**src/rtl/chained_hash_map_assert.svh**
```systemverilog
// assertion macros shared by the hash map rtl
`ifndef CHAINED_HASH_MAP_ASSERT_SVH
`define CHAINED_HASH_MAP_ASSERT_SVH

// same-cycle implication, disabled during reset
`define CHM_ASSERT_IMP(label, clk, rst, ante, cons) \
  label: assert property (@(posedge clk) disable iff (rst) (ante) |-> (cons)) \
    else $error("hash map check failed");

// next-cycle implication, disabled during reset
`define CHM_ASSERT_NXT(label, clk, rst, ante, cons) \
  label: assert property (@(posedge clk) disable iff (rst) (ante) |=> (cons)) \
    else $error("hash map check failed");

`endif

```
**src/rtl/chm_pkg.sv**
```systemverilog
// shared constants for the chained hash map
`default_nettype none

package chm_pkg;

  localparam int KEY_W    = 32;
  localparam int VALUE_W  = 32;
  localparam int STATUS_W = 2;

  // request action codes
  localparam logic ACT_INSERT = 1'b0;
  localparam logic ACT_LOOKUP = 1'b1;

  // response status codes
  localparam logic [STATUS_W-1:0] ST_HIT  = 2'd0;
  localparam logic [STATUS_W-1:0] ST_NEW  = 2'd1;
  localparam logic [STATUS_W-1:0] ST_MISS = 2'd2;
  localparam logic [STATUS_W-1:0] ST_FULL = 2'd3;

endpackage

`default_nettype wire

```
**src/rtl/chm_rem.sv**
```systemverilog
// digit-serial non-negative remainder of a signed key by the bucket count
`default_nettype none

module chm_rem #(
  parameter int BUCKET_COUNT = 16
) (
  input  wire logic                              clk,
  input  wire logic                              rst,
  input  wire logic                              start,
  input  wire logic signed [chm_pkg::KEY_W-1:0]  key,
  output logic                                   done,
  output logic [((BUCKET_COUNT > 1) ? $clog2(BUCKET_COUNT) : 1)-1:0] bucket
);

  localparam int BW    = (BUCKET_COUNT > 1) ? $clog2(BUCKET_COUNT) : 1;
  localparam int DIGIT = 4;
  localparam int STEPS = chm_pkg::KEY_W / DIGIT;
  localparam int CW    = (STEPS > 1) ? $clog2(STEPS) : 1;
  localparam logic [BW:0] DIV = (BW+1)'(BUCKET_COUNT);

  logic [chm_pkg::KEY_W-1:0] mag;
  logic [BW-1:0]             rem;
  logic [BW-1:0]             rem_next;
  logic                      neg;
  logic                      busy;
  logic [CW-1:0]             cnt;

  // one digit of long division: four shift and conditional subtract steps
  always_comb begin
    logic [BW:0]   s;
    logic [BW-1:0] t;
    t = rem;
    for (int i = 0; i < DIGIT; i++) begin
      s = {t, mag[chm_pkg::KEY_W-1-i]};
      if (s >= DIV) begin
        s = s - DIV;
      end
      t = s[BW-1:0];
    end
    rem_next = t;
  end

  // sequencing of the digit steps
  always_ff @(posedge clk) begin
    if (rst) begin
      busy <= 1'b0;
      done <= 1'b0;
      cnt  <= '0;
    end else begin
      if (start) begin
        busy <= 1'b1;
        cnt  <= '0;
        done <= 1'b0;
      end else if (busy) begin
        cnt <= cnt + CW'(1);
        if (cnt == CW'(STEPS - 1)) begin
          busy <= 1'b0;
          done <= 1'b1;
        end else begin
          done <= 1'b0;
        end
      end else begin
        done <= 1'b0;
      end
    end
  end

  // datapath: magnitude shifts out msb first, remainder accumulates
  always_ff @(posedge clk) begin
    if (start) begin
      neg <= key[chm_pkg::KEY_W-1];
      mag <= key[chm_pkg::KEY_W-1] ? (~key + 1'b1) : key;
      rem <= '0;
    end else if (busy) begin
      mag <= mag << DIGIT;
      rem <= rem_next;
    end
  end

  // a negative key folds its remainder back into range
  assign bucket = (neg && (rem != '0)) ? BW'(DIV - {1'b0, rem}) : rem;

endmodule

`default_nettype wire
```
**config.mk**
```make
export PLATFORM = sky130hd
export DESIGN_NAME = chm_rem
export DESIGN_NICKNAME = d
export VERILOG_FILES = /design/src/rtl/chained_hash_map_assert.svh /design/src/rtl/chm_pkg.sv /design/src/rtl/chm_rem.sv
export SDC_FILE = /design/constraint.sdc
export NUM_CORES = 1
export LEC_CHECK = 0
export ABC_AREA = 1
export BUFFER_PORTS_ARGS = -buffer_cell sky130_fd_sc_hd__buf_2
export CAP_MARGIN = 5
export CORE_AREA = 10 10 109 135
export DETAILED_ROUTE_END_ITERATION = 6
export DIE_AREA = 0 0 119 145
export HOLD_SLACK_MARGIN = 0.15
export PLACE_DENSITY = 0.37
export REMOVE_ABC_BUFFERS = 1
export SLEW_MARGIN = 20
export SYNTH_ARGS = -nofsm -noshare
export SYNTH_HDL_FRONTEND = slang
export SYNTH_SLANG_ARGS = --single-unit
```
**constraint.sdc**
```tcl
create_clock -name clk -period 2.02 [get_ports clk]
set_input_delay 0.303 -clock clk [delete_from_list [all_inputs] [get_ports clk]]
set_output_delay 0.303 -clock clk [all_outputs]
set_load 0.1 [all_outputs]
```
==> reports/metrics.csv, run 1 <==
stage,metric,value,unit
critical_path,r2r_end,mag[21],
sta,period_needed,1.96,ns
logic_synthesis,async_reset_ff_frac,0,
grt,grt_overflow_total,0,
floorplan,initial_core_util,0.226,
sta,skew,0.00339,ns
finish,drive_gt1_frac,0.173,
floorplan,die-area,17300,um^2
placed_design,gp_congestion,0.844,
critical_path,crit_type,reg -> out,
placed_design,placed_cell_area,3120,um^2
run,maxCapViolCount,0,
critical_path,endpoint_kind,output pin,
logic_synthesis,synth_area,2720,um^2
logic_synthesis,synth_edf_count,33,
route,drt_iter0_drc,71,
logic_synthesis,synth-seq-cells,42,
min_path,min_path_type,in -> reg,
logic_synthesis,synthFlopType,edfxtp_1,
sta,finalCritPeriodShare,0.970,
logic_synthesis,yosys.area.top_type,edfxtp_1,
route,avgViaCountPerCell,4.33,
finish,areaGrowthSynthToFinish,20.8,%
power,peakVddDrop,0.302,mV
placed_design,dpl.cell_count,559,
critical_path,r2r_start,busy,
finish,antenna_cells,0,
finish,fin_cells,568,
finish,seq_area,1170,um^2
finish,mostFrequentLayoutCells,"nand2_1, nor2_1, nand3_1, buf_2, edfxtp_1",
grt,grt_max_degree,33,
critical_path,crit_required,1.72,ns
clock_network,cts-buffers-inserted,5,
route,drc,0,
run_status,outcome,"finished, final reports clean",
logic_synthesis,yosysTopAreaCellShare,0.364,
sta,hold_violations,0,
clock_network,path_clk_slew,0.06,ns
clock_network,cts_root_buffer,clkbuf_16,
critical_path,arrival,1.66,ns
critical_path,reg2reg_depth,3,
finish,fill_cells,1365,
floorplan,num_io_pins,40,
critical_path,endpoint,bucket[3],
critical_path,crit_fanout,3,
finish,finalInstanceArea,3290,um^2
floorplan,core_area,12000,um^2
finish,multi_input_area,1330,um^2
grt,grt_pass1_wl,12300,um
power,p_leak,1.44,nW
finish,fin_nets,442,
placed_design,dp_hpwl,5870,um
clock_network,htree_levels,2,
route,detail-route-antenna-nets,0,
clock_network,cts.sinks,42,
logic_synthesis,ys_types,34,
route,firstDrtPassIters,4,
sta,slew_headroom,0.670,
logic_synthesis,syn-instance-count,363,
floorplan,die_w,119,um
critical_path,start_kind,flip-flop,
power,p_per_area,719,nW/um^2
sta,maxSlewViolCount,0,
logic_synthesis,synthTopCellsByArea,"edfxtp_1, nand2_1, nand3_1",
finish,layout_commonest_cell,nand2_1,
clock_network,cts_tree,yes,
route,postRouteWirelength,7500,um
placed_design,port_buffers,39,
logic_synthesis,seq_area_frac_synth,0.431,
critical_path,startpoint,rem[1],
sta,setup_violations,0,
critical_path,rrSetupSlack,0.86,ns
grt,grt_antenna_before_repair,0,
clock_network,clk_latency,0.28,ns
sta,tightest_slew,0.498,ns
clock_network,clock_path_buffers,2,
floorplan,floorplan.rows,45,
clock_network,hold_buffers,0,
route,vias,2462,
logic_synthesis,synth_warnings,0,
sta,max_clock_freq,510,MHz
route,wl_per_cell,13.2,um
grt,grt_pass1_vias,2464,
logic_synthesis,postSynthAreaPerCell,7.49,um^2
grt,grt_use_total,0.0872,
floorplan,die_height,145,um
kinds of logic after synthesis:
logic type,synth area share
AO/OA/AOI/OAI,0.0865
XOR/XNOR,0.0354
adder cells (fa/ha/maj),0.0184
buffers and inverters,0.0814
flip-flops,0.431
AND/OR/NAND/NOR,0.348
layer usage:
metal / track usage / vias up / part of all wire
met3: 0.0240 / 6 / 0.046
met4: 0.0257 / 0 / 0.012
met2: 0.144 / 47 / 0.48
met5: 0 / - / 0
li1: - / 1271 / -
met1: 0.108 / 1138 / 0.47
metrics by stage:
step	hold slack, ns	setup TNS (ns)	power, W	utilization	worst slack [ns]
floorplan	0.381	-3.26	0.00138	-	-1.48
global placement	0.459	0	0.00156	0.259	0.333
detailed placement	0.462	0	0.00157	0.259	0.307
CTS	0.193	0	0.00240	0.271	0.0271
global route	0.219	-0.0199	0.00250	0.273	-0.0199
finish	0.196	0	0.00236	0.273	0.0603
final cells by class:
cell class                      instances  area share
Inverter                               35      0.0400
Clock inverter                          1     0.00152
Clock buffer                            7      0.0434
Sequential cell                        42       0.357
Tap cell                              164      0.0625
Multi-Input combinational cell        273       0.405
Timing Repair Buffer                   46      0.0906
power breakdown:
part	internal [W]	total [W]	switching, W
sequential	0.00103	0.00106	0.0000238
clock	0.000490	0.000814	0.000324
combinational	0.000164	0.000489	0.000325
how the worst min path moves through the flow:
stage            from  endpoint  slack (ns)  cells past startpoint
2_1_floorplan     rst      busy        0.38                      1
3_3_place_gp   cnt[2]    cnt[2]        0.46                      2
3_5_place_dp   cnt[1]    cnt[1]        0.46                      2
4_1_cts           rst      busy        0.19                      2
5_1_grt           rst      busy        0.22                      2
6_report          rst      busy        0.20                      2
cell usage after synthesis (4+ instances only):
library cell,n
buf_6,4
dfxtp_1,9
inv_1,32
nand3_1,41
nand4_1,5
nor2_2,6
nand2_1,113
o21ai_0,17
a21oi_1,10
nand3b_1,4
xnor2_1,4
xor2_1,7
nor2_1,41
clkbuf_1,4
ha_1,4
edfxtp_1,33
what timing repair did:
item / CTS / global route
buffers inserted: 0 / 1
setup endpoints to repair: 0 / 3
resized for setup: 0 / 4
state kept, by name (all words and copies together) (netlist names):
name and cells:
neg 1, mag 32, busy 1, done 1, rem 4, cnt 3
critical path, stage by stage (launching register included):
cell and delay, ns:
dfxtp_1 0.34, inv_1 0.08, ha_1 0.20, a21oi_2 0.16
o31ai_1 0.11, xor2_1 0.23, clkbuf_16 0.24
(Power assumes the default switching activity.)
==> run 2, diff against run 1 <==
--- a/config.mk
+++ b/config.mk
@@ -7,12 +7,13 @@
 export LEC_CHECK = 0
 export ABC_AREA = 1
 export BUFFER_PORTS_ARGS = -buffer_cell sky130_fd_sc_hd__buf_2
-export CAP_MARGIN = 5
+export CAP_MARGIN = 20
 export CORE_AREA = 10 10 109 135
 export DETAILED_ROUTE_END_ITERATION = 6
 export DIE_AREA = 0 0 119 145
 export HOLD_SLACK_MARGIN = 0.15
 export PLACE_DENSITY = 0.37
+export RECOVER_POWER = 50
 export REMOVE_ABC_BUFFERS = 1
 export SLEW_MARGIN = 20
 export SYNTH_ARGS = -nofsm -noshare
==> run 2 against run 1 <==
Effect of this change: register-to-register slack got worse by 0.49 ns; via count down 0.12%; combinational power is 2% lower; power fell by 0.34%; critical path depth did not move; count of clock-buffer cells in the layout stayed put; largest power group unchanged; fmax about the same; final area shrank 0.95%.
==> reports/metrics.csv, run 2 (synthesis results as in run 1) <==
stage,metric,value,unit,change
critical_path,reg2reg_depth,3,,unchanged
floorplan,floorplan.rows,45,,unchanged
power,peakVddDrop,0.302,mV,about the same
finish,antenna_cells,0,,unchanged
clock_network,path_clk_slew,0.06,ns,about the same
sta,skew,0.00343,ns,+0.0000412 ns
clock_network,cts.sinks,42,,unchanged
finish,multi_input_area,1330,um^2,unchanged
finish,regMostFlops,mag,,
placed_design,dp_hpwl,5870,um,unchanged
critical_path,endpoint_kind,output pin,,
finish,areaGrowthSynthToFinish,19.6,%,
critical_path,crit_required,1.72,ns,about the same
route,postRouteWirelength,7500,um,about the same
route,firstDrtPassIters,4,,unchanged
floorplan,die_height,145,um,unchanged
placed_design,port_buffers,39,,unchanged
sta,maxSlewViolCount,0,,unchanged
grt,grt_antenna_before_repair,0,,unchanged
sta,max_clock_freq,510,MHz,about the same
finish,fill_cells,1373,,+0.59%
route,vias,2459,,-0.12%
clock_network,cts_root_buffer,clkbuf_16,,
clock_network,clock_path_buffers,2,,unchanged
critical_path,start_kind,flip-flop,,
floorplan,core_area,12000,um^2,unchanged
sta,finalCritPeriodShare,0.970,,about the same
floorplan,initial_core_util,0.226,,unchanged
sta,period_needed,1.96,ns,-0.0000475 ns
clock_network,htree_levels,2,,unchanged
clock_network,clk_latency,0.28,ns,about the same
route,avgViaCountPerCell,4.33,,-0.12%
min_path,hold_path_depth,2,,unchanged
clock_network,cts_tree,yes,,
finish,layout_commonest_cell,nand2_1,,
finish,reg_top3,"mag (32), rem (4), cnt (3)",,
sta,fin_tns_setup,0,ns,unchanged
grt,grt_use_total,0.0872,,unchanged
placed_design,placed_cell_area,3120,um^2,unchanged
finish,mostFrequentLayoutCells,"nand2_1, nor2_1, nand3_1, buf_2, edfxtp_1",,
route,wl_per_cell,13.2,um,about the same
placed_design,gp_congestion,0.844,,unchanged
finish,seq_area,1170,um^2,unchanged
route,drt_iter0_drc,63,,-11%
critical_path,arrival,1.66,ns,about the same
finish,largest_register_ffs,32,,unchanged
critical_path,crit_fanout,3,,unchanged
finish,finalInstanceArea,3250,um^2,-0.95%
floorplan,num_io_pins,40,,unchanged
sta,hold_violations,0,,unchanged
floorplan,die-area,17300,um^2,unchanged
grt,grt_max_degree,33,,unchanged
route,drc,0,,unchanged
sta,tightest_slew,0.861,ns,+0.363 ns
critical_path,crit_type,reg -> out,,
clock_network,hold_buffers,0,,unchanged
min_path,min_path_type,in -> reg,,
run_status,outcome,"finished, final reports clean",,
run,maxCapViolCount,0,,unchanged
grt,grt_pass1_wl,12300,um,unchanged
sta,slew_headroom,0.426,,-0.244
clock_network,cts-buffers-inserted,5,,unchanged
floorplan,die_w,119,um,unchanged
power,p_per_area,723,nW/um^2,+0.61%
sta,setup_violations,0,,unchanged
finish,fin_nets,442,,unchanged
finish,drive_gt1_frac,0.161,,-0.0124
route,detail-route-antenna-nets,0,,unchanged
grt,grt_overflow_total,0,,unchanged
grt,grt_pass1_vias,2464,,unchanged
power,p_leak,1.41,nW,-1.6%
-- run 2: cell count changes in the layout (fill, tap and decap cells not counted) --
cell | before | now
buf_12 | 2 | 1
buf_2 | 36 | 34
buf_4 | 6 | 2
clkbuf_1 | 1 | 6
clkbuf_2 | 0 | 2
-- run 2: layout make-up --
type	instances	area share
Tap cell	164	0.0631
Inverter	35	0.0404
Sequential cell	42	0.360
Clock inverter	1	0.00154
Clock buffer	7	0.0438
Multi-Input combinational cell	273	0.409
Timing Repair Buffer	46	0.0819
-- run 2: metal layers --
| metal | vias to the layer above | GRT usage | routed length [um] |
|---|---|---|---|
| li1 | 1272 | - | - |
| met1 | 1136 | 0.108 | 3470 |
| met2 | 45 | 0.144 | 3580 |
| met3 | 6 | 0.0240 | 363 |
| met4 | 0 | 0.0257 | 91 |
| met5 | - | 0 | 0 |
-- run 2: timing repair --
action | CTS | global route
resized for setup | 0 | 4
endpoints found under the setup margin | 0 | 3
buffers inserted | 0 | 1
-- run 2: worst max-delay path, cell delays in order (launching register included) --
cell and delay [ns]:
dfxtp_1 0.34, inv_1 0.08, ha_1 0.20, a21oi_2 0.16, o31ai_1 0.11, xor2_1 0.23
clkbuf_16 0.24
-- run 2: where the power goes --
group          switching [W]  internal [W]
combinational       0.000324      0.000155
sequential         0.0000238       0.00104
clock               0.000325      0.000490
-- run 2: worst paths after layout --
kind | start | to | slack [ns]
min | rst | busy | 0.20
max | rem[1] | bucket[3] | 0.06
max reg2reg | busy | mag[21] | 0.37
min reg2reg | cnt[2] | cnt[2] | 0.47
-- run 2: per-stage QoR --
stage / instances / utilization / setup WS [ns] / power, W / hold slack [ns]
2_1_floorplan: 350 / - / -1.48 / 0.00138 / 0.381
3_3_place_gp: 559 / 0.259 / 0.333 / 0.00156 / 0.459
3_5_place_dp: 559 / 0.259 / 0.307 / 0.00157 / 0.462
4_1_cts: 567 / 0.271 / 0.0271 / 0.00240 / 0.193
5_1_grt: 568 / 0.270 / -0.0199 / 0.00249 / 0.219
6_report: 568 / 0.270 / 0.0604 / 0.00235 / 0.196
